`src/rtl/contrast_clamp_white_centroid_defines.svh`:
```
// assertion macros for the contrast clamp white centroid block
`ifndef CONTRAST_CLAMP_WHITE_CENTROID_DEFINES_SVH
`define CONTRAST_CLAMP_WHITE_CENTROID_DEFINES_SVH

`ifndef SYNTHESIS
`define CCWC_ASSERT_IMP(lbl, clk, rst_n, ante, cons) \
	lbl: assert property (@(posedge clk) disable iff (!rst_n) (ante) |-> (cons)) \
		else $error("ccwc assertion failed");
`define CCWC_ASSERT_NXT(lbl, clk, rst_n, ante, cons) \
	lbl: assert property (@(posedge clk) disable iff (!rst_n) (ante) |=> (cons)) \
		else $error("ccwc assertion failed");
`else
`define CCWC_ASSERT_IMP(lbl, clk, rst_n, ante, cons)
`define CCWC_ASSERT_NXT(lbl, clk, rst_n, ante, cons)
`endif

`endif

```
`src/rtl/ccwc_pkg.sv`:
```
`timescale 1ns / 1ps

package ccwc_pkg;

	localparam int PIX_W      = 8;
	localparam int COORD_W    = 12;
	localparam int SUM_W      = 36;
	localparam int CNT_W      = 25;
	localparam int GAIN_W     = 4;
	localparam int CFG_IDX_W  = 2;
	localparam int FIFO_DEPTH = 4;
	localparam int FIFO_PTR_W = $clog2(FIFO_DEPTH);
	localparam int FIFO_CNT_W = $clog2(FIFO_DEPTH + 1);
	localparam int STEP_W     = $clog2(SUM_W);

	localparam logic [CFG_IDX_W-1:0] CFG_PIVOT = 2'd0;
	localparam logic [CFG_IDX_W-1:0] CFG_GAIN  = 2'd1;

	localparam logic [PIX_W-1:0]  PIVOT_RST = 8'd210;
	localparam logic [GAIN_W-1:0] GAIN_RST  = 4'd3;
	localparam logic [PIX_W-1:0]  PIX_MAX   = 8'd255;

	typedef struct packed {
		logic [PIX_W-1:0]   red_in;
		logic [PIX_W-1:0]   green_in;
		logic [PIX_W-1:0]   blue_in;
		logic [COORD_W-1:0] column;
		logic [COORD_W-1:0] row;
		logic               frame_end;
	} pixel_t;

	typedef struct packed {
		logic [PIX_W-1:0]   red_out;
		logic [PIX_W-1:0]   green_out;
		logic [PIX_W-1:0]   blue_out;
		logic               is_white;
		logic [COORD_W-1:0] centroid_x;
		logic [COORD_W-1:0] centroid_y;
		logic               centroid_valid;
		logic               frame_done;
	} result_t;

	typedef struct packed {
		logic [PIX_W-1:0] red;
		logic [PIX_W-1:0] green;
		logic [PIX_W-1:0] blue;
		logic             is_white;
		logic             frame_done;
		logic [SUM_W-1:0] col_sum;
		logic [SUM_W-1:0] row_sum;
		logic [CNT_W-1:0] count;
	} entry_t;

	typedef enum logic [1:0] {
		BK_IDLE,
		BK_DIV,
		BK_FIN
	} bk_state_t;

endpackage

```
`src/rtl/contrast_clamp_white_centroid.sv`:
```
`timescale 1ns / 1ps

// path: an accepted pixel word is written to the queue, then registered into the result output
// throughput: one word per cycle while full stays low; a frame end word with white pixels
//   holds the back part in the 36 step shared centroid divider, a 4 word queue buffers
// reset: asynchronous, clears queue, accumulators and result valid flag; pivot 210, gain 3
module contrast_clamp_white_centroid #(
	parameter int COORD_BITS = 12
) (
	input  logic                            clk,
	input  logic                            arst_n,
	input  ccwc_pkg::pixel_t                pixel,
	input  logic                            push,
	output logic                            full,
	output ccwc_pkg::result_t               result,
	output logic                            empty,
	input  logic                            pop,
	input  logic                            cfg_valid,
	output logic                            cfg_ready,
	input  logic [ccwc_pkg::CFG_IDX_W-1:0]  cfg_index,
	input  logic [ccwc_pkg::PIX_W-1:0]      cfg_data
);
	import ccwc_pkg::*;

	logic   fifo_wr;
	logic   fifo_full;
	logic   fifo_pop;
	logic   fifo_empty;
	entry_t fifo_wdata;
	entry_t fifo_head;

	ccwc_front #(
		.COORD_BITS(COORD_BITS)
	) u_front (
		.clk       (clk),
		.arst_n    (arst_n),
		.pixel     (pixel),
		.push      (push),
		.full      (full),
		.cfg_valid (cfg_valid),
		.cfg_ready (cfg_ready),
		.cfg_index (cfg_index),
		.cfg_data  (cfg_data),
		.fifo_wr   (fifo_wr),
		.fifo_data (fifo_wdata),
		.fifo_full (fifo_full)
	);

	ccwc_fifo u_fifo (
		.clk     (clk),
		.arst_n  (arst_n),
		.wr      (fifo_wr),
		.wr_data (fifo_wdata),
		.full    (fifo_full),
		.rd      (fifo_pop),
		.rd_data (fifo_head),
		.empty   (fifo_empty)
	);

	ccwc_back u_back (
		.clk        (clk),
		.arst_n     (arst_n),
		.head       (fifo_head),
		.fifo_empty (fifo_empty),
		.fifo_pop   (fifo_pop),
		.result     (result),
		.empty      (empty),
		.pop        (pop)
	);

endmodule

```
`src/rtl/ccwc_front.sv`:
```
`timescale 1ns / 1ps

module ccwc_front #(
	parameter int COORD_BITS = 12
) (
	input  logic                            clk,
	input  logic                            arst_n,
	input  ccwc_pkg::pixel_t                pixel,
	input  logic                            push,
	output logic                            full,
	input  logic                            cfg_valid,
	output logic                            cfg_ready,
	input  logic [ccwc_pkg::CFG_IDX_W-1:0]  cfg_index,
	input  logic [ccwc_pkg::PIX_W-1:0]      cfg_data,
	output logic                            fifo_wr,
	output ccwc_pkg::entry_t                fifo_data,
	input  logic                            fifo_full
);
	import ccwc_pkg::*;

	localparam int UsedBits = (COORD_BITS < COORD_W) ? COORD_BITS : COORD_W;
	localparam int MaskVal  = (1 << UsedBits) - 1;
	localparam logic [COORD_W-1:0] CoordMask = COORD_W'(MaskVal);

	logic [PIX_W-1:0]   pivot_q;
	logic [GAIN_W-1:0]  gain_q;
	logic [SUM_W-1:0]   col_sum_q;
	logic [SUM_W-1:0]   row_sum_q;
	logic [CNT_W-1:0]   count_q;
	logic [SUM_W-1:0]   col_sum_nx;
	logic [SUM_W-1:0]   row_sum_nx;
	logic [CNT_W-1:0]   count_nx;
	logic [PIX_W-1:0]   red_adj;
	logic [PIX_W-1:0]   green_adj;
	logic [PIX_W-1:0]   blue_adj;
	logic [COORD_W-1:0] col_m;
	logic [COORD_W-1:0] row_m;
	logic               white;
	logic               accept;

	function automatic logic [PIX_W-1:0] stretch(
		input logic [PIX_W-1:0]  c,
		input logic [PIX_W-1:0]  p,
		input logic [GAIN_W-1:0] g
	);
		logic signed [9:0]  d;
		logic signed [14:0] v;
		logic [PIX_W-1:0]   r;
		d = $signed({2'b00, c}) - $signed({2'b00, p});
		v = 15'(d) * 15'($signed({1'b0, g})) + 15'($signed({2'b00, p}));
		if (v > 15'sd255) begin
			r = PIX_MAX;
		end else if (v < 15'sd0) begin
			r = '0;
		end else begin
			r = v[PIX_W-1:0];
		end
		return r;
	endfunction

	assign cfg_ready = 1'b1;
	assign full      = fifo_full;
	assign accept    = push && !fifo_full;

	assign red_adj   = stretch(pixel.red_in, pivot_q, gain_q);
	assign green_adj = stretch(pixel.green_in, pivot_q, gain_q);
	assign blue_adj  = stretch(pixel.blue_in, pivot_q, gain_q);
	assign white     = (red_adj == PIX_MAX) && (green_adj == PIX_MAX) && (blue_adj == PIX_MAX);
	assign col_m     = pixel.column & CoordMask;
	assign row_m     = pixel.row & CoordMask;

	always_comb begin
		col_sum_nx = col_sum_q;
		row_sum_nx = row_sum_q;
		count_nx   = count_q;
		if (white) begin
			col_sum_nx = col_sum_q + SUM_W'(col_m);
			row_sum_nx = row_sum_q + SUM_W'(row_m);
			count_nx   = count_q + CNT_W'(1);
		end
	end

	always_comb begin
		fifo_wr              = accept;
		fifo_data.red        = red_adj;
		fifo_data.green      = green_adj;
		fifo_data.blue       = blue_adj;
		fifo_data.is_white   = white;
		fifo_data.frame_done = pixel.frame_end;
		fifo_data.col_sum    = col_sum_nx;
		fifo_data.row_sum    = row_sum_nx;
		fifo_data.count      = count_nx;
	end

	always_ff @(posedge clk or negedge arst_n) begin
		if (!arst_n) begin
			pivot_q <= PIVOT_RST;
			gain_q  <= GAIN_RST;
		end else if (cfg_valid) begin
			if (cfg_index == CFG_PIVOT) begin
				pivot_q <= cfg_data;
			end else if (cfg_index == CFG_GAIN) begin
				gain_q <= cfg_data[GAIN_W-1:0];
			end
		end
	end

	// accumulators clear after the frame end word
	always_ff @(posedge clk or negedge arst_n) begin
		if (!arst_n) begin
			col_sum_q <= '0;
			row_sum_q <= '0;
			count_q   <= '0;
		end else if (accept) begin
			if (pixel.frame_end) begin
				col_sum_q <= '0;
				row_sum_q <= '0;
				count_q   <= '0;
			end else begin
				col_sum_q <= col_sum_nx;
				row_sum_q <= row_sum_nx;
				count_q   <= count_nx;
			end
		end
	end

endmodule

```
`src/rtl/ccwc_fifo.sv`:
```
`timescale 1ns / 1ps

module ccwc_fifo (
	input  logic             clk,
	input  logic             arst_n,
	input  logic             wr,
	input  ccwc_pkg::entry_t wr_data,
	output logic             full,
	input  logic             rd,
	output ccwc_pkg::entry_t rd_data,
	output logic             empty
);
	import ccwc_pkg::*;

	entry_t                mem_q [FIFO_DEPTH];
	logic [FIFO_PTR_W-1:0] wr_ptr_q;
	logic [FIFO_PTR_W-1:0] rd_ptr_q;
	logic [FIFO_CNT_W-1:0] cnt_q;

	assign full    = (cnt_q == FIFO_CNT_W'(FIFO_DEPTH));
	assign empty   = (cnt_q == '0);
	assign rd_data = mem_q[rd_ptr_q];

	always_ff @(posedge clk) begin
		if (wr && !full) begin
			mem_q[wr_ptr_q] <= wr_data;
		end
	end

	always_ff @(posedge clk or negedge arst_n) begin
		if (!arst_n) begin
			wr_ptr_q <= '0;
			rd_ptr_q <= '0;
			cnt_q    <= '0;
		end else begin
			if (wr && !full) begin
				wr_ptr_q <= (wr_ptr_q == FIFO_PTR_W'(FIFO_DEPTH - 1)) ? '0 : wr_ptr_q + 1'b1;
			end
			if (rd && !empty) begin
				rd_ptr_q <= (rd_ptr_q == FIFO_PTR_W'(FIFO_DEPTH - 1)) ? '0 : rd_ptr_q + 1'b1;
			end
			unique case ({wr && !full, rd && !empty})
				2'b10:   cnt_q <= cnt_q + 1'b1;
				2'b01:   cnt_q <= cnt_q - 1'b1;
				default: cnt_q <= cnt_q;
			endcase
		end
	end

endmodule

```
`src/rtl/ccwc_back.sv`:
```
`timescale 1ns / 1ps

`include "contrast_clamp_white_centroid_defines.svh"

module ccwc_back (
	input  logic              clk,
	input  logic              arst_n,
	input  ccwc_pkg::entry_t  head,
	input  logic              fifo_empty,
	output logic              fifo_pop,
	output ccwc_pkg::result_t result,
	output logic              empty,
	input  logic              pop
);
	import ccwc_pkg::*;

	bk_state_t          state_q;
	bk_state_t          state_nx;
	entry_t             hold_q;
	result_t            out_q;
	logic               out_valid_q;
	logic [SUM_W-1:0]   dvd_x_q;
	logic [SUM_W-1:0]   dvd_y_q;
	logic [CNT_W-1:0]   dsr_q;
	logic [CNT_W-1:0]   rem_x_q;
	logic [CNT_W-1:0]   rem_y_q;
	logic [COORD_W-1:0] qx_q;
	logic [COORD_W-1:0] qy_q;
	logic [STEP_W-1:0]  cnt_q;
	logic [CNT_W:0]     trial_x;
	logic [CNT_W:0]     trial_y;
	logic [CNT_W:0]     diff_x;
	logic [CNT_W:0]     diff_y;
	logic               ge_x;
	logic               ge_y;
	logic               out_free;
	logic               needs_div;
	logic               out_load;
	logic               out_from_div;
	logic               div_load;
	logic               div_step;

	assign out_free  = !out_valid_q || pop;
	assign needs_div = head.frame_done && (head.count != '0);
	assign empty     = !out_valid_q;
	assign result    = out_q;

	always_comb begin
		state_nx = state_q;
		unique case (state_q)
			BK_IDLE: begin
				if (!fifo_empty && needs_div) begin
					state_nx = BK_DIV;
				end
			end
			BK_DIV: begin
				if (cnt_q == '0) begin
					state_nx = BK_FIN;
				end
			end
			BK_FIN: begin
				if (out_free) begin
					state_nx = BK_IDLE;
				end
			end
			default: state_nx = BK_IDLE;
		endcase
	end

	always_comb begin
		fifo_pop     = 1'b0;
		out_load     = 1'b0;
		out_from_div = 1'b0;
		div_load     = 1'b0;
		div_step     = 1'b0;
		unique case (state_q)
			BK_IDLE: begin
				if (!fifo_empty) begin
					if (needs_div) begin
						fifo_pop = 1'b1;
						div_load = 1'b1;
					end else if (out_free) begin
						fifo_pop = 1'b1;
						out_load = 1'b1;
					end
				end
			end
			BK_DIV: div_step = 1'b1;
			BK_FIN: begin
				out_load     = out_free;
				out_from_div = 1'b1;
			end
			default: ;
		endcase
	end

	// restoring division, one quotient bit a cycle, both sums share the divisor
	assign trial_x = {rem_x_q, dvd_x_q[SUM_W-1]};
	assign trial_y = {rem_y_q, dvd_y_q[SUM_W-1]};
	assign ge_x    = trial_x >= {1'b0, dsr_q};
	assign ge_y    = trial_y >= {1'b0, dsr_q};
	assign diff_x  = trial_x - {1'b0, dsr_q};
	assign diff_y  = trial_y - {1'b0, dsr_q};

	always_ff @(posedge clk) begin
		if (div_load) begin
			hold_q  <= head;
			dvd_x_q <= head.col_sum;
			dvd_y_q <= head.row_sum;
			dsr_q   <= head.count;
			rem_x_q <= '0;
			rem_y_q <= '0;
			qx_q    <= '0;
			qy_q    <= '0;
		end else if (div_step) begin
			dvd_x_q <= {dvd_x_q[SUM_W-2:0], 1'b0};
			dvd_y_q <= {dvd_y_q[SUM_W-2:0], 1'b0};
			rem_x_q <= ge_x ? diff_x[CNT_W-1:0] : trial_x[CNT_W-1:0];
			rem_y_q <= ge_y ? diff_y[CNT_W-1:0] : trial_y[CNT_W-1:0];
			qx_q    <= {qx_q[COORD_W-2:0], ge_x};
			qy_q    <= {qy_q[COORD_W-2:0], ge_y};
		end
	end

	always_ff @(posedge clk or negedge arst_n) begin
		if (!arst_n) begin
			state_q <= BK_IDLE;
			cnt_q   <= '0;
		end else begin
			state_q <= state_nx;
			if (div_load) begin
				cnt_q <= STEP_W'(SUM_W - 1);
			end else if (div_step) begin
				cnt_q <= cnt_q - 1'b1;
			end
		end
	end

	always_ff @(posedge clk) begin
		if (out_load) begin
			if (out_from_div) begin
				out_q.red_out        <= hold_q.red;
				out_q.green_out      <= hold_q.green;
				out_q.blue_out       <= hold_q.blue;
				out_q.is_white       <= hold_q.is_white;
				out_q.centroid_x     <= qx_q;
				out_q.centroid_y     <= qy_q;
				out_q.centroid_valid <= 1'b1;
				out_q.frame_done     <= 1'b1;
			end else begin
				out_q.red_out        <= head.red;
				out_q.green_out      <= head.green;
				out_q.blue_out       <= head.blue;
				out_q.is_white       <= head.is_white;
				out_q.centroid_x     <= '0;
				out_q.centroid_y     <= '0;
				out_q.centroid_valid <= 1'b0;
				out_q.frame_done     <= head.frame_done;
			end
		end
	end

	always_ff @(posedge clk or negedge arst_n) begin
		if (!arst_n) begin
			out_valid_q <= 1'b0;
		end else if (out_load) begin
			out_valid_q <= 1'b1;
		end else if (pop) begin
			out_valid_q <= 1'b0;
		end
	end

	`CCWC_ASSERT_IMP(a_no_overwrite, clk, arst_n, out_load, !out_valid_q || pop)
	`CCWC_ASSERT_IMP(a_pop_nonempty, clk, arst_n, fifo_pop, !fifo_empty)
	`CCWC_ASSERT_NXT(a_div_finish, clk, arst_n, state_q == BK_DIV && cnt_q == '0, state_q == BK_FIN)
	`CCWC_ASSERT_NXT(a_fin_valid, clk, arst_n, state_q == BK_FIN && out_free, out_valid_q && out_q.centroid_valid)

endmodule

```
`config.mk`:
```
export PLATFORM = sky130hd
export DESIGN_NAME = contrast_clamp_white_centroid
export DESIGN_NICKNAME = d
export VERILOG_FILES = /design/src/rtl/ccwc_pkg.sv /design/src/rtl/contrast_clamp_white_centroid.sv /design/src/rtl/ccwc_front.sv /design/src/rtl/ccwc_fifo.sv /design/src/rtl/ccwc_back.sv
export VERILOG_INCLUDE_DIRS = /design/src /design/src/rtl
export SDC_FILE = /design/constraint.sdc
export NUM_CORES = 1
export LEC_CHECK = 0
export ABC_AREA = 1
export BUFFER_PORTS_ARGS = -buffer_cell sky130_fd_sc_hd__buf_4
export CAP_MARGIN = 25
export CORE_MARGIN = 1
export CORE_UTILIZATION = 34
export CTS_CLUSTER_DIAMETER = 40
export DETAILED_ROUTE_END_ITERATION = 10
export HOLD_SLACK_MARGIN = 0.03
export MAX_ROUTING_LAYER = met4
export PLACE_DENSITY_LB_ADDON = 0.2
export SYNTH_ARGS = -nofsm -noshare
export SYNTH_HDL_FRONTEND = slang
export SYNTH_HIERARCHICAL = 1
export SYNTH_SLANG_ARGS = --single-unit
```
`constraint.sdc`:
```
create_clock -name clk -period 7.51 [get_ports clk]
set_clock_uncertainty 0.05 [all_clocks]
set_input_delay 1.502 -clock clk [delete_from_list [all_inputs] [get_ports clk]]
set_output_delay 1.502 -clock clk [all_outputs]
set_load 0.05 [all_outputs]
```
* Yosys cells after proc, flatten, opt, wreduce, memory -nomap -nowiden
Memories as Yosys holds them, arrays and structs flattened. Index checks and enable logic that the tools add are counted.
Storage, ports and cells: bits in registers 372, bits in latches 0, memory bits (writable) 492, ROM bits 0, input bits 64, memories kept 1
Memory list:
- u_fifo.mem_q | depth 4, bits a word 123, rd ports 1, clocked after Yosys merged registers in 0, write ports 1, RTL line ccwc_fifo.sv:15 | entry_t mem_q [FIFO_DEPTH];
Cells by class: add/sub/neg operators 16, multipliers 3, divide/modulo/power cells 0, $lt $le $gt $ge 8, equal/unequal tests 14, shift operators 0, mux-type cells 44, bitwise gates (word level) 1, reduce and logical (&&, ||, !) cells 22
Operators with widths (count):
- 2-to-1 mux 36 bit | 8
- 2-to-1 mux 25 bit | 4
- adder 36 x 12 -> 36 bit | 2
- greater-or-equal comparator 26 x 25 -> 1 bit | 2
- 2-to-1 mux 51 bit | 1
- subtractor 25 bit | 2
- 2-to-1 mux 8 bit | 6
- adder 15 x 9 -> 15 bit | 3
- > comparator 15 x 9 -> 1 bit (second input constant) | 3
- less-than comparator 15 x 1 -> 1 bit (second input constant) | 3
- multiplier 9 x 5 -> 14 bit | 3
- subtractor 8 x 8 -> 9 bit | 3
- adder 25 x 1 -> 25 bit (second input constant) | 1
- nonzero test 25 bit | 1
- == test 8 bit (second input constant) | 3
- 2-to-1 mux 1 bit | 15
- 2-to-1 mux 6 bit | 2
- 2-to-1 mux 2 bit | 5
- == test 2 bit (second input constant) | 4
- logical AND 1 bit | 7
- == test 2 x 1 -> 1 bit (second input constant) | 3
- zero test 6 bit | 1
- inequality test 2 x 1 -> 1 bit (second input constant) | 3
- case mux 2 bit (3 select lines) | 1
- 15 further kinds | 22

* Longest topological paths before layout
Gate-level depths: netlist of run 1.
depth in word-level cells 11, depth in mapped cells 38

* Hierarchy
Netlist of run 1, hierarchy kept.
By module, submodules not included:
- ccwc_fifo | times used 1, cells each 1496, area an instance 20055.5 um2, sequential area each 14949.3 um2
- ccwc_front | times used 1, cells each 2570, area an instance 16209.3 um2, sequential area each 2735.1 um2
- ccwc_back | times used 1, cells each 1882, area an instance 14420.1 um2, sequential area each 6901.6 um2

* Worst setup path before layout of run 1
No wires, ideal clock.
path kind in2reg, start point in push, end point mem u_fifo/mem_q[0][0] (netlist name) (enable), setup time 0.607 ns, data arrival time 7.041 ns, setup slack -0.188 ns, stages on the path 4, buffers on the path 0, cell sequence inv_1 nor2_1 nand2_1 nor2_1
On the way: word-level cells in the longest chain between the ends 4
Ends and longest elaborated chain:
- start, declared | RTL line contrast_clamp_white_centroid.sv:13 | input logic push,
- logical AND 1 bit | RTL line ccwc_front.sv:63 | assign accept = push && !fifo_full;
- net fifo_wr | RTL line contrast_clamp_white_centroid.sv:25 | logic fifo_wr;
- logical AND 1 bit | RTL line ccwc_fifo.sv:25 | if (wr && !full) begin
- 2-to-1 mux 1 bit | RTL line ccwc_fifo.sv:25
- 2-to-1 mux 1 bit (implied by the code) | RTL line ccwc_fifo.sv:26 | mem_q[wr_ptr_q] <= wr_data;
- end, declared | RTL line ccwc_fifo.sv:15
The timed path passes the listed nets, and every way through them passes these cells.

==> run metrics, run 1 <==
worst hold path startpoint u_back/qx_q[0]; run status completed; met2 track utilization from global routing 28.5%; post-synthesis sequential element count 864; required time of the critical path 8070 ps; maxcap violations 0; post-cts gate resize count 0; critical-path maximum fanout 33; leakage component of the power 0.0272 uW; Reg2Reg Setup Slack 930 ps; number of nets with antenna violations after detailed routing 0; Final Max Tran Viols 0; Hold Slack 420 ps; slowest cell delay on critical path 540 ps; FP Rows 141; unique cell type count in the Yosys netlist 52; worst-case headroom to the max-slew limit 34.4%; synthesized area per cell 8.52 um^2; vias per cell 4.70; number of buffers inserted by port buffering 116; cell taking the most area after synthesis sky130_fd_sc_hd__edfxtp_1; register area 24600 um^2; crit path launch pixel[41]; Max stage delay cell, worst path sky130_fd_sc_hd__fa_1; top cells by count, synth 2005 x sky130_fd_sc_hd__nand2_1, 1009 x sky130_fd_sc_hd__inv_1, 665 x sky130_fd_sc_hd__edfxtp_1; final wirelength 131000 um; critical path data arrival time 7360 ps; number of synthesized flops with an enable pin 665; Critical Path Start Type input port; initial antenna violation count 1; routed length per instance 16.0 um; share of the synthesized area in the top cell type 39.4%; Mapped Nets 6298; first-pass GRT wire length 207000 um; highest clock frequency the design can meet 147 MHz; layout-stage area growth over the synthesis result 15.5%; number of I/O pins 118; met3 capacity usage during global routing 2.61%; total number of clock tree sinks 864; CTS tree built; Buffers & Inverters on Critical Path 8; insertion delay of the later-clocked pin in the worst-skew pair 770 ps; CTS root buf sky130_fd_sc_hd__clkbuf_16; most area-consuming cells after synthesis sky130_fd_sc_hd__edfxtp_1 39%, sky130_fd_sc_hd__nand2_1 15%, sky130_fd_sc_hd__inv_1 7.5%, sky130_fd_sc_hd__dfrtp_1 5.9%, sky130_fd_sc_hd__ha_1 4.9%; cell area after synthesis 50700 um^2; final RePlAce weighted congestion 0.903; number of setup buffers added after CTS 0; met1 routing resource usage after global routing 23.7%; TritonCTS buffer count 149; placed inst area 53400 um^2; H-tree levels 4; detailed placer's ending HPWL 89100 um; cell occurring most often along the worst timing path sky130_fd_sc_hd__inv_1; Total Routing Usage GR 17.8%; Main synth FF type sky130_fd_sc_hd__edfxtp_1; Final Instance Area 58500 um^2; Yosys warnings 6; capturing element type of the critical path register; number of design rule violations left after detail routing 0; share of final-layout standard cells stronger than drive strength 1 8.70%; Chip Width 388 um; proportion of synthesized flip-flops having asynchronous set or reset 14.5%; area of the multi-input gates 20900 um^2; launching point of the worst reg2reg path u_front/pivot_q[0]; Setup Crit Path Kind in -> reg; count of filler cells inserted in the layout 14.9k; maximum number of pins on one net before global-route repair 154; total power 30000 uW; total via count in the routed design 38.2k; iteration-0 DRC count of the detailed router 2207; Crit path depth 31; Worst path top cell family by delay adder cells; areal power density over the cells 513 nW/um^2; peak supply drop 0.552 mV; Mapped Cells 5948; Worst R2R Path Depth 29; Post-CTS Hold Fix Bufs 0; setup repair after global routing missed its margin no; register area share after synthesis 48.5%; core area 148000 um^2; destination of the worst hold path u_back/qx_q[0]; Final period util 90.5%; Hold Violations, Final 0; Initial Utilization 34.3%; most frequently used cell type in the post-synthesis netlist sky130_fd_sc_hd__nand2_1; Most Used Layer, Global Route met2; Tightest Pin Transition 982 ps; residual overflow from global routing 0; number of nets in the layout 6434; vias in the first global route 37.2k; die outline area 151000 um^2; clock transition at the registers of the reported paths 50 ps; # setup viols final 0; maximum buffer depth of the clock tree 3; hold-critical path depth 2; die extent in y 388 um; Hold Path Class reg -> reg; drt pass-1 iters 6; RR Endpoint u_fifo/mem_q[2][61]; clock period minus worst slack 6800 ps
==> how the worst max path moves through the flow <==
stage / endpoint / slack (ps)
3_3_place_gp: u_fifo/mem_q[0][61] / -100
2_1_floorplan: u_fifo/mem_q[0][0] / -190
3_5_place_dp: u_fifo/mem_q[2][63] / -100
6_report: u_fifo/mem_q[2][61] / 710
4_1_cts: u_fifo/mem_q[1][61] / 700
5_1_grt: u_fifo/mem_q[3][35] / 130
==> placed cells by master (no fill, tap or decap), types with 23 or more instances in the layout <==
master                      count
sky130_fd_sc_hd__dfxtp_1       74
sky130_fd_sc_hd__nand4_1       98
sky130_fd_sc_hd__a21oi_1      102
sky130_fd_sc_hd__xnor2_1       72
sky130_fd_sc_hd__fa_1          89
sky130_fd_sc_hd__dfrtp_1      117
sky130_fd_sc_hd__nand2_1     2003
sky130_fd_sc_hd__ha_1         197
sky130_fd_sc_hd__buf_4        190
sky130_fd_sc_hd__nor3_1        47
sky130_fd_sc_hd__nand3_1      342
sky130_fd_sc_hd__o211ai_1     247
sky130_fd_sc_hd__inv_6         23
sky130_fd_sc_hd__xor2_1        70
sky130_fd_sc_hd__o21ai_0       99
sky130_fd_sc_hd__and2_1        24
sky130_fd_sc_hd__clkbuf_16    151
sky130_fd_sc_hd__nor2_1       309
sky130_fd_sc_hd__edfxtp_1     665
sky130_fd_sc_hd__nand3b_1      25
sky130_fd_sc_hd__inv_1       1008
==> state kept, by name, summed over array words and instances, names as in the netlist <==
signal and flops:
u_back/cnt_q 6, u_back/dsr_q 25, u_back/dvd_x_q 36, u_back/dvd_y_q 36
u_back/hold_q 25, u_back/out_valid_q 1, u_back/qx_q 12, u_back/qy_q 12
u_back/rem_x_q 25, u_back/rem_y_q 25, u_back/result 51, u_back/state_q 2
u_fifo/cnt_q 3, u_fifo/mem_q 492, u_fifo/rd_ptr_q 2, u_fifo/wr_ptr_q 2
u_front/col_sum_q 36, u_front/count_q 25, u_front/gain_q 4, u_front/pivot_q 8
u_front/row_sum_q 36
==> worst register-to-register path: cells and delay by family (launching register included) <==
family                     cells  cell delay [ps]
adders and majority gates      6             2470
AOI/OAI and AO/OA              7             1430
and+or+nand+nor               10             1210
buffers and inverters          6              740
DFF                            1              550
==> logic make-up after synthesis <==
logic type | after synthesis | synth area share [%]
AND/OR/NAND/NOR | 2931 | 24.1
other | 1 | 0.00740
AO/OA/AOI/OAI | 485 | 6.22
buffers and inverters | 1239 | 10.3
XOR/XNOR | 142 | 2.45
flip-flops | 864 | 48.5
adder cells (fa/ha/maj) | 286 | 8.38
==> power by group <==
group          internal (uW)  total, uW  switching, uW  leakage, uW
Sequential              7670       8320            652      0.00844
Clock                   4250       6780           2530      0.00247
Combinational           4750      14900          10200       0.0163
Total                  16700      30000          13300       0.0272
==> metal layers <==
metal  up-vias  share of wire, %
met5         -                 0
met4         0               1.9
met1     18000                48
met2       620                46
li1      19400                 -
met3       183               3.9
==> metrics by stage <==
| step | setup slack (ps) | setup TNS, ps | util [%] | instances |
|---|---|---|---|---|
| floorplan | -188 | -92640 | - | 5948 |
| detailed placement | -99.2 | -9820 | 36.1 | 7863 |
| CTS | 700 | 0 | 39.6 | 8139 |
| global placement | -95.6 | -8310 | 36.1 | 7862 |
| finish | 711 | 0 | 39.6 | 8140 |
| global route | 129 | 0 | 39.6 | 8140 |
==> cell type report <==
cell class | count | area share (%)
antenna | 1 | 0.00427
timing repair buffer | 200 | 2.76
clock inverter | 95 | 1.85
tap | 1930 | 4.13
clock buffer | 181 | 6.89
multi-input combinational | 3845 | 35.8
inverter | 1024 | 6.58
sequential | 864 | 42.0
(Power assumes the default switching activity.)
==> run 2: changes to the inputs <==
--- a/config.mk
+++ b/config.mk
@@ -9,7 +9,8 @@
 export ABC_AREA = 1
 export BUFFER_PORTS_ARGS = -buffer_cell sky130_fd_sc_hd__buf_4
 export CAP_MARGIN = 25
-export CORE_MARGIN = 1
+export CELL_PAD_IN_SITES_DETAIL_PLACEMENT = 1
+export CELL_PAD_IN_SITES_GLOBAL_PLACEMENT = 2
 export CORE_UTILIZATION = 34
 export CTS_CLUSTER_DIAMETER = 40
 export DETAILED_ROUTE_END_ITERATION = 10
==> run 2 against run 1 <==
  * Via count is 2.2% higher
  * Flip-flop and latch count stayed put
  * Clock power is 5.2% higher
  * Sequential power hardly changed
  * Critical path depth is 1 higher
  * Fmax hardly changed
  * Clock-buffer cell count is 2 lower
  * Utilization is 0.28 points higher
  * Hold slack better by 8.5 ps
  * Power is 3.9% higher
==> run metrics, run 2 (synthesized netlist as in run 1, its figures left out) <==
run status completed (unchanged); fraction of the core area covered by cells at the end of the flow 39.9% (was 39.6%); insertion delay of the later-clocked pin in the worst-skew pair 780 ps (was 770 ps); Worst path top cell family by delay adder cells (unchanged); total power 31200 uW (was 30000 uW); Worst R2R Path Depth 35 (was 29); maximum number of pins on one net before global-route repair 144 (was 154); die extent in y 388 um (unchanged); total via count in the routed design 39.1k (was 38.2k); number of design rule violations left after detail routing 0 (unchanged); cell occurring most often along the worst timing path sky130_fd_sc_hd__nand2_1 (was sky130_fd_sc_hd__inv_1); CTS tree built (unchanged); drt pass-1 iters 5 (was 6); maxcap violations 0 (unchanged); clock period minus worst slack 6800 ps (about the same); Internal 17200 uW (was 16700 uW); core area 148000 um^2 (unchanged); maximum buffer depth of the clock tree 3 (unchanged); Initial Utilization 34.3% (unchanged); routed length per instance 18.0 um (was 16.0 um); Crit path depth 32 (was 31); Critical Path Start Type input port (unchanged); vias in the first global route 40.9k (was 37.2k); Most flops, register u_fifo/mem_q (unchanged); areal power density over the cells 529 nW/um^2 (was 513 nW/um^2); critical-path maximum fanout 52 (was 33); slowest cell delay on critical path 550 ps (was 540 ps); crit path setup slack, layout 709 ps (was 711 ps); post-cts gate resize count 0 (unchanged); initial antenna violation count 0 (was 1); first-pass GRT wire length 232000 um (was 207000 um); residual overflow from global routing 0 (unchanged); Setup Crit Path Kind in -> reg (unchanged); iteration-0 DRC count of the detailed router 1640 (was 2207); number of nets in the layout 6444 (was 6434); number of nets with antenna violations after detailed routing 0 (unchanged); Hold Path Class reg -> reg (unchanged); RR Endpoint u_front/row_sum_q[33] (was u_fifo/mem_q[2][61]); top library cells by usage in the layout, fill and taps aside 2003 x sky130_fd_sc_hd__nand2_1, 1008 x sky130_fd_sc_hd__inv_1, 665 x sky130_fd_sc_hd__edfxtp_1 (unchanged); final RePlAce weighted congestion 0.844 (was 0.903); layout-stage area growth over the synthesis result 16.3% (was 15.5%); launching point of the worst reg2reg path u_front/pivot_q[1] (was u_front/pivot_q[0]); Chip Width 388 um (unchanged); number of buffers inserted by port buffering 116 (unchanged); Hold Violations, Final 0 (unchanged); number of setup buffers added after CTS 0 (unchanged); die outline area 151000 um^2 (unchanged); FP Rows 141 (unchanged); Max stage delay cell, worst path sky130_fd_sc_hd__fa_1 (unchanged); required time of the critical path 8160 ps (was 8070 ps); leakage component of the power 0.0273 uW (was 0.0272 uW); most common cell after layout, fill and taps aside sky130_fd_sc_hd__nand2_1 (unchanged); H-tree levels 4 (unchanged); Hold Slack 428 ps (was 420 ps); post-placement worst setup slack -117 ps (was -99.2 ps); final wirelength 146000 um (was 131000 um); Clk pwr share 22.9% (was 22.6%); CTS root buf sky130_fd_sc_hd__clkbuf_16 (unchanged); Final Max Tran Viols 0 (unchanged); # setup viols final 0 (unchanged); vias per cell 4.79 (was 4.70); Switching Share 44.7% (was 44.5%); # placed instances 7869 (was 7863); critical path data arrival time 7450 ps (was 7360 ps); number of flip-flops under the largest register name 492 (unchanged); total number of clock tree sinks 864 (unchanged); net switching component of the power 13900 uW (was 13300 uW); number of I/O pins 118 (unchanged); destination of the worst hold path u_back/qx_q[0] (unchanged); Comb pwr share 50.4% (was 49.7%); Post-CTS Hold Fix Bufs 0 (unchanged); TritonCTS buffer count 153 (was 149); share of final-layout standard cells stronger than drive strength 1 8.95% (was 8.70%); Total Routing Usage GR 20.1% (was 17.8%); number of antenna repair diodes 0 (was 1); Reg2Reg Setup Slack 870 ps (was 930 ps); fraction of power consumed by sequential logic 26.7% (was 27.7%); capturing element type of the critical path register (unchanged); Tightest Pin Transition 1010 ps (was 982 ps); number of cells in the finished layout apart from fillers 8152 (was 8140); hold-critical path depth 2 (unchanged); Buffers & Inverters on Critical Path 6 (was 8); detailed placer's ending HPWL 99100 um (was 89100 um); peak supply drop 0.440 mV (was 0.552 mV); setup repair after global routing missed its margin no (unchanged); Final period util 90.6% (was 90.5%); clock transition at the registers of the reported paths 50 ps (about the same); worst-case headroom to the max-slew limit 32.5% (was 34.4%); worst hold path startpoint u_back/qx_q[0] (unchanged); highest clock frequency the design can meet 147 MHz (about the same)
run 2: worst max path at each step:
stage	from	end
floorplan	push	u_fifo/mem_q[0][0]
global placement	pixel[41]	u_fifo/mem_q[2][65]
detailed placement	pixel[41]	u_fifo/mem_q[3][65]
CTS	pixel[25]	u_front/row_sum_q[33]
global route	pixel[25]	u_front/row_sum_q[30]
finish	pixel[25]	u_front/row_sum_q[33]
run 2: power by group through the flow:
| stage | combinational (uW) | sequential, uW | clock (uW) |
|---|---|---|---|
| final | 15700 | 8330 | 7130 |
| after detailed placement | 16000 | 8420 | 0 |
| after CTS | 16100 | 8350 | 7320 |
| after floorplan | 10800 | 8490 | 0 |
| after global placement | 15800 | 8380 | 0 |
| after global routing | 17900 | 8480 | 7500 |
run 2: final cells by class:
cell class	instances	area (um^2)
Fill cell	17300	88900
Sequential cell	864	24600
Multi-Input combinational cell	3845	20900
Clock buffer	179	4010
Inverter	1024	3850
Tap cell	1930	2410
Timing Repair Buffer	206	1800
Clock inverter	104	1340
run 2: worst register-to-register path, delay by kind of cell, from the launching register on:
| family | cells | cell delay (ps) |
|---|---|---|
| and+or+nand+nor | 16 | 1620 |
| xor gates and xnor gates | 1 | 200 |
| DFF | 1 | 760 |
| buffers and inverters | 8 | 990 |
| adders and majority gates | 5 | 2160 |
| AOI/OAI and AO/OA | 5 | 760 |
run 2: layer usage:
layer	GRT usage, %	up-vias	part of all wire [%]
met5	-	-	0
met4	5.55	0	2.2
met3	3.24	198	3.4
met2	32.0	479	46
met1	26.5	19000	48
li1	-	19400	-
run 2: through the flow:
step	instance area [um^2]	TNS, ps
4_1_cts	59000	0
2_1_floorplan	50700	-92640
3_5_place_dp	53600	-6130
6_report	59000	0
3_3_place_gp	53600	-580
5_1_grt	59000	0
==> run 3: changes to the inputs <==
--- a/config.mk
+++ b/config.mk
@@ -12,7 +12,6 @@
 export CELL_PAD_IN_SITES_DETAIL_PLACEMENT = 1
 export CELL_PAD_IN_SITES_GLOBAL_PLACEMENT = 2
 export CORE_UTILIZATION = 34
-export CTS_CLUSTER_DIAMETER = 40
 export DETAILED_ROUTE_END_ITERATION = 10
 export HOLD_SLACK_MARGIN = 0.03
 export MAX_ROUTING_LAYER = met4
==> constraint.sdc (replaced) <==
create_clock -name clk -period 7.1 [get_ports clk]
set_clock_uncertainty 0.05 [all_clocks]
set_input_delay 1.42 -clock clk [delete_from_list [all_inputs] [get_ports clk]]
set_output_delay 1.42 -clock clk [all_outputs]
set_load 0.05 [all_outputs]
==> run 3 against run 2 <==
  * Global-route usage fell by 0.34 points
  * Final cell count fell by 0.17%
  * Via count fell by 0.55%
  * Worst setup slack got worse by 270 ps
  * Hold slack got worse by 3.8 ps
  * Combinational power rose by 11%
  * Critical path type unchanged
  * Largest cell class unchanged
  * Largest power group unchanged
==> run metrics, run 3 (synthesized netlist as in run 1, its figures left out) <==
CTS tree built (unchanged); # placed instances 7948 (was 7869); capturing element type of the critical path register (unchanged); area of the multi-input gates 20900 um^2 (unchanged); share of final-layout standard cells stronger than drive strength 1 8.65% (was 8.95%); Worst R2R Path Depth 27 (was 35); register area 24600 um^2 (unchanged); number of nets with antenna violations after detailed routing 0 (unchanged); Worst path top cell family by delay adder cells (unchanged); Post-CTS Hold Fix Bufs 0 (unchanged); Max stage delay cell, worst path sky130_fd_sc_hd__fa_1 (unchanged); Buffers & Inverters on Critical Path 6 (unchanged); routed length per instance 17.8 um (was 18.0 um); placed inst area 54200 um^2 (was 53600 um^2); initial antenna violation count 4 (was 0); Critical Path Start Type input port (unchanged); Most flops, register u_fifo/mem_q (unchanged); residual overflow from global routing 0 (unchanged); critical path capture point u_fifo/mem_q[3][59] (was u_front/row_sum_q[33]); peak supply drop 0.470 mV (was 0.440 mV); number of nets in the layout 6470 (was 6444); setup repair after global routing missed its margin no (unchanged); H-tree levels 3 (was 4); Chip Width 388 um (unchanged); crit path launch pixel[25] (unchanged); number of I/O pins 118 (unchanged); run status completed (unchanged); worst-case headroom to the max-slew limit 33.5% (was 32.5%); crit path setup slack, layout 437 ps (was 709 ps); Internal 17400 uW (was 17200 uW); insertion delay of the later-clocked pin in the worst-skew pair 730 ps (was 780 ps); RR Endpoint u_fifo/mem_q[3][59] (was u_front/row_sum_q[33]); total via count in the routed design 38.8k (was 39.1k); die extent in y 388 um (unchanged); areal power density over the cells 549 nW/um^2 (was 529 nW/um^2); maximum number of pins on one net before global-route repair 217 (was 144); Hold Violations, Final 0 (unchanged); number of flip-flops under the largest register name 492 (unchanged); Final period util 93.8%; clock transition at the registers of the reported paths 60 ps (was 50 ps); net switching component of the power 14300 uW (was 13900 uW); number of cells in the finished layout apart from fillers 8138 (was 8152); Final Instance Area 57700 um^2 (was 59000 um^2); Clk pwr share 17.0% (was 22.9%); highest clock frequency the design can meet 150 MHz; top library cells by usage in the layout, fill and taps aside 2003 x sky130_fd_sc_hd__nand2_1, 1008 x sky130_fd_sc_hd__inv_1, 665 x sky130_fd_sc_hd__edfxtp_1 (unchanged); Final Max Tran Viols 0 (unchanged); CTS root buf sky130_fd_sc_hd__clkbuf_16 (unchanged); FP Rows 141 (unchanged); maxcap violations 0 (unchanged); post-placement worst setup slack -335 ps (was -117 ps); most common cell after layout, fill and taps aside sky130_fd_sc_hd__nand2_1 (unchanged); drt pass-1 iters 5 (unchanged); Reg2Reg Setup Slack 570 ps (was 870 ps); iteration-0 DRC count of the detailed router 1706 (was 1640); core area 148000 um^2 (unchanged); vias in the first global route 40.5k (was 40.9k); Total Routing Usage GR 19.8% (was 20.1%); fraction of power consumed by sequential logic 27.9% (was 26.7%); Setup Crit Path Kind in -> reg (unchanged); vias per cell 4.77 (was 4.79); first-pass GRT wire length 229000 um (was 232000 um); leakage component of the power 0.0268 uW (was 0.0273 uW); slowest cell delay on critical path 540 ps (was 550 ps); final wirelength 145000 um (was 146000 um); Tightest Pin Transition 998 ps (was 1010 ps); Switching Share 45.0% (was 44.7%); layout-stage area growth over the synthesis result 13.8% (was 16.3%); Hold Path Class reg -> reg (unchanged); die outline area 151000 um^2 (unchanged); Initial Utilization 34.3% (unchanged); final RePlAce weighted congestion 0.860 (was 0.844); # setup viols final 0 (unchanged); count of filler cells inserted in the layout 17.4k (was 17.3k); maximum buffer depth of the clock tree 3 (unchanged); critical-path maximum fanout 34 (was 52); total number of clock tree sinks 864 (unchanged); required time of the critical path 7500 ps (was 8160 ps); number of buffers inserted by port buffering 116 (unchanged); critical path data arrival time 7060 ps (was 7450 ps); number of antenna repair diodes 0 (unchanged); number of design rule violations left after detail routing 0 (unchanged); Crit path depth 29 (was 32); detailed placer's ending HPWL 100000 um (was 99100 um); clock period minus worst slack 6660 ps; cell occurring most often along the worst timing path sky130_fd_sc_hd__nand2_1 (unchanged); launching point of the worst reg2reg path u_front/pivot_q[0] (was u_front/pivot_q[1]); total power 31700 uW (was 31200 uW); TritonCTS buffer count 100 (was 153); Comb pwr share 55.1% (was 50.4%)
[run 3: cell type report]
cell class	count	area share, %
well taps	1930	4.19
multi-input cells	3845	36.3
repair buffers	285	4.20
clock inverters	54	1.18
flip-flops and latches	864	42.6
clock buffers	136	4.83
inverters	1024	6.68
[run 3: per-layer routing]
metal / share of wire, % / vias up / global-route usage, % / routed length, um
li1: - / 19400 / - / -
met5: 0 / - / - / 0
met3: 3.2 / 138 / 2.46 / 4600
met4: 1.7 / 0 / 4.54 / 2470
met2: 47 / 421 / 32.1 / 67500
met1: 48 / 18900 / 26.3 / 70200
[run 3: worst min-delay path by stage]
stage                   startpoint  depth (start not counted)        endpoint
finish              u_back/qx_q[0]                          2  u_back/qx_q[0]
global route        u_back/qx_q[0]                          2  u_back/qx_q[0]
CTS                 u_back/qx_q[0]                          2  u_back/qx_q[0]
detailed placement  u_back/qx_q[0]                          2  u_back/qx_q[0]
global placement    u_back/qx_q[0]                          2  u_back/qx_q[0]
floorplan           u_back/qx_q[0]                          2  u_back/qx_q[0]
[run 3: power groups by stage]
stage                     sequential, uW  combinational, uW  clock, uW
after floorplan                     8980              11500          0
after global placement              8890              17500          0
after detailed placement            8930              17800          0
after CTS                           8840              17900       5550
after global routing                8980              19800       5730
final                               8820              17500       5400
[run 3: through the flow]
stage	utilization [%]	hold WS, ps	TNS, ps
after floorplan	-	393	-254020
after global placement	36.7	409	-74950
final	39.0	424	0
after CTS	39.0	426	0
after detailed placement	36.7	418	-121590
after global routing	39.0	448	0
[run 3: worst register-to-register path, cell delays in order (launching register included)]
cell,delay [ps]
sky130_fd_sc_hd__dfrtp_1,570
sky130_fd_sc_hd__ha_1,320
sky130_fd_sc_hd__fa_1,400
sky130_fd_sc_hd__o21ai_0,290
sky130_fd_sc_hd__a21oi_1,110
sky130_fd_sc_hd__o21ai_0,290
sky130_fd_sc_hd__xnor2_1,150
sky130_fd_sc_hd__or2_2,310
sky130_fd_sc_hd__fa_1,480
sky130_fd_sc_hd__fa_1,540
sky130_fd_sc_hd__inv_1,50
sky130_fd_sc_hd__fa_1,430
sky130_fd_sc_hd__ha_1,360
sky130_fd_sc_hd__nand2_1,120
sky130_fd_sc_hd__nor2_1,180
sky130_fd_sc_hd__nand3_2,90
sky130_fd_sc_hd__nand3_1,90
sky130_fd_sc_hd__nand2_1,90
sky130_fd_sc_hd__nor2_1,120
sky130_fd_sc_hd__nand2_1,70
sky130_fd_sc_hd__o211ai_2,130
sky130_fd_sc_hd__nand2_1,110
sky130_fd_sc_hd__inv_4,120
sky130_fd_sc_hd__nand3_4,160
sky130_fd_sc_hd__buf_12,230
sky130_fd_sc_hd__buf_4,200
sky130_fd_sc_hd__nand2_1,60
sky130_fd_sc_hd__nand2_1,120
[run 3: repair_timing]
item                                    CTS  global route
endpoints found under the setup margin    0            24
resized for setup                         0             2
setup buffers                             0             0
endpoints found under the hold margin     0             0
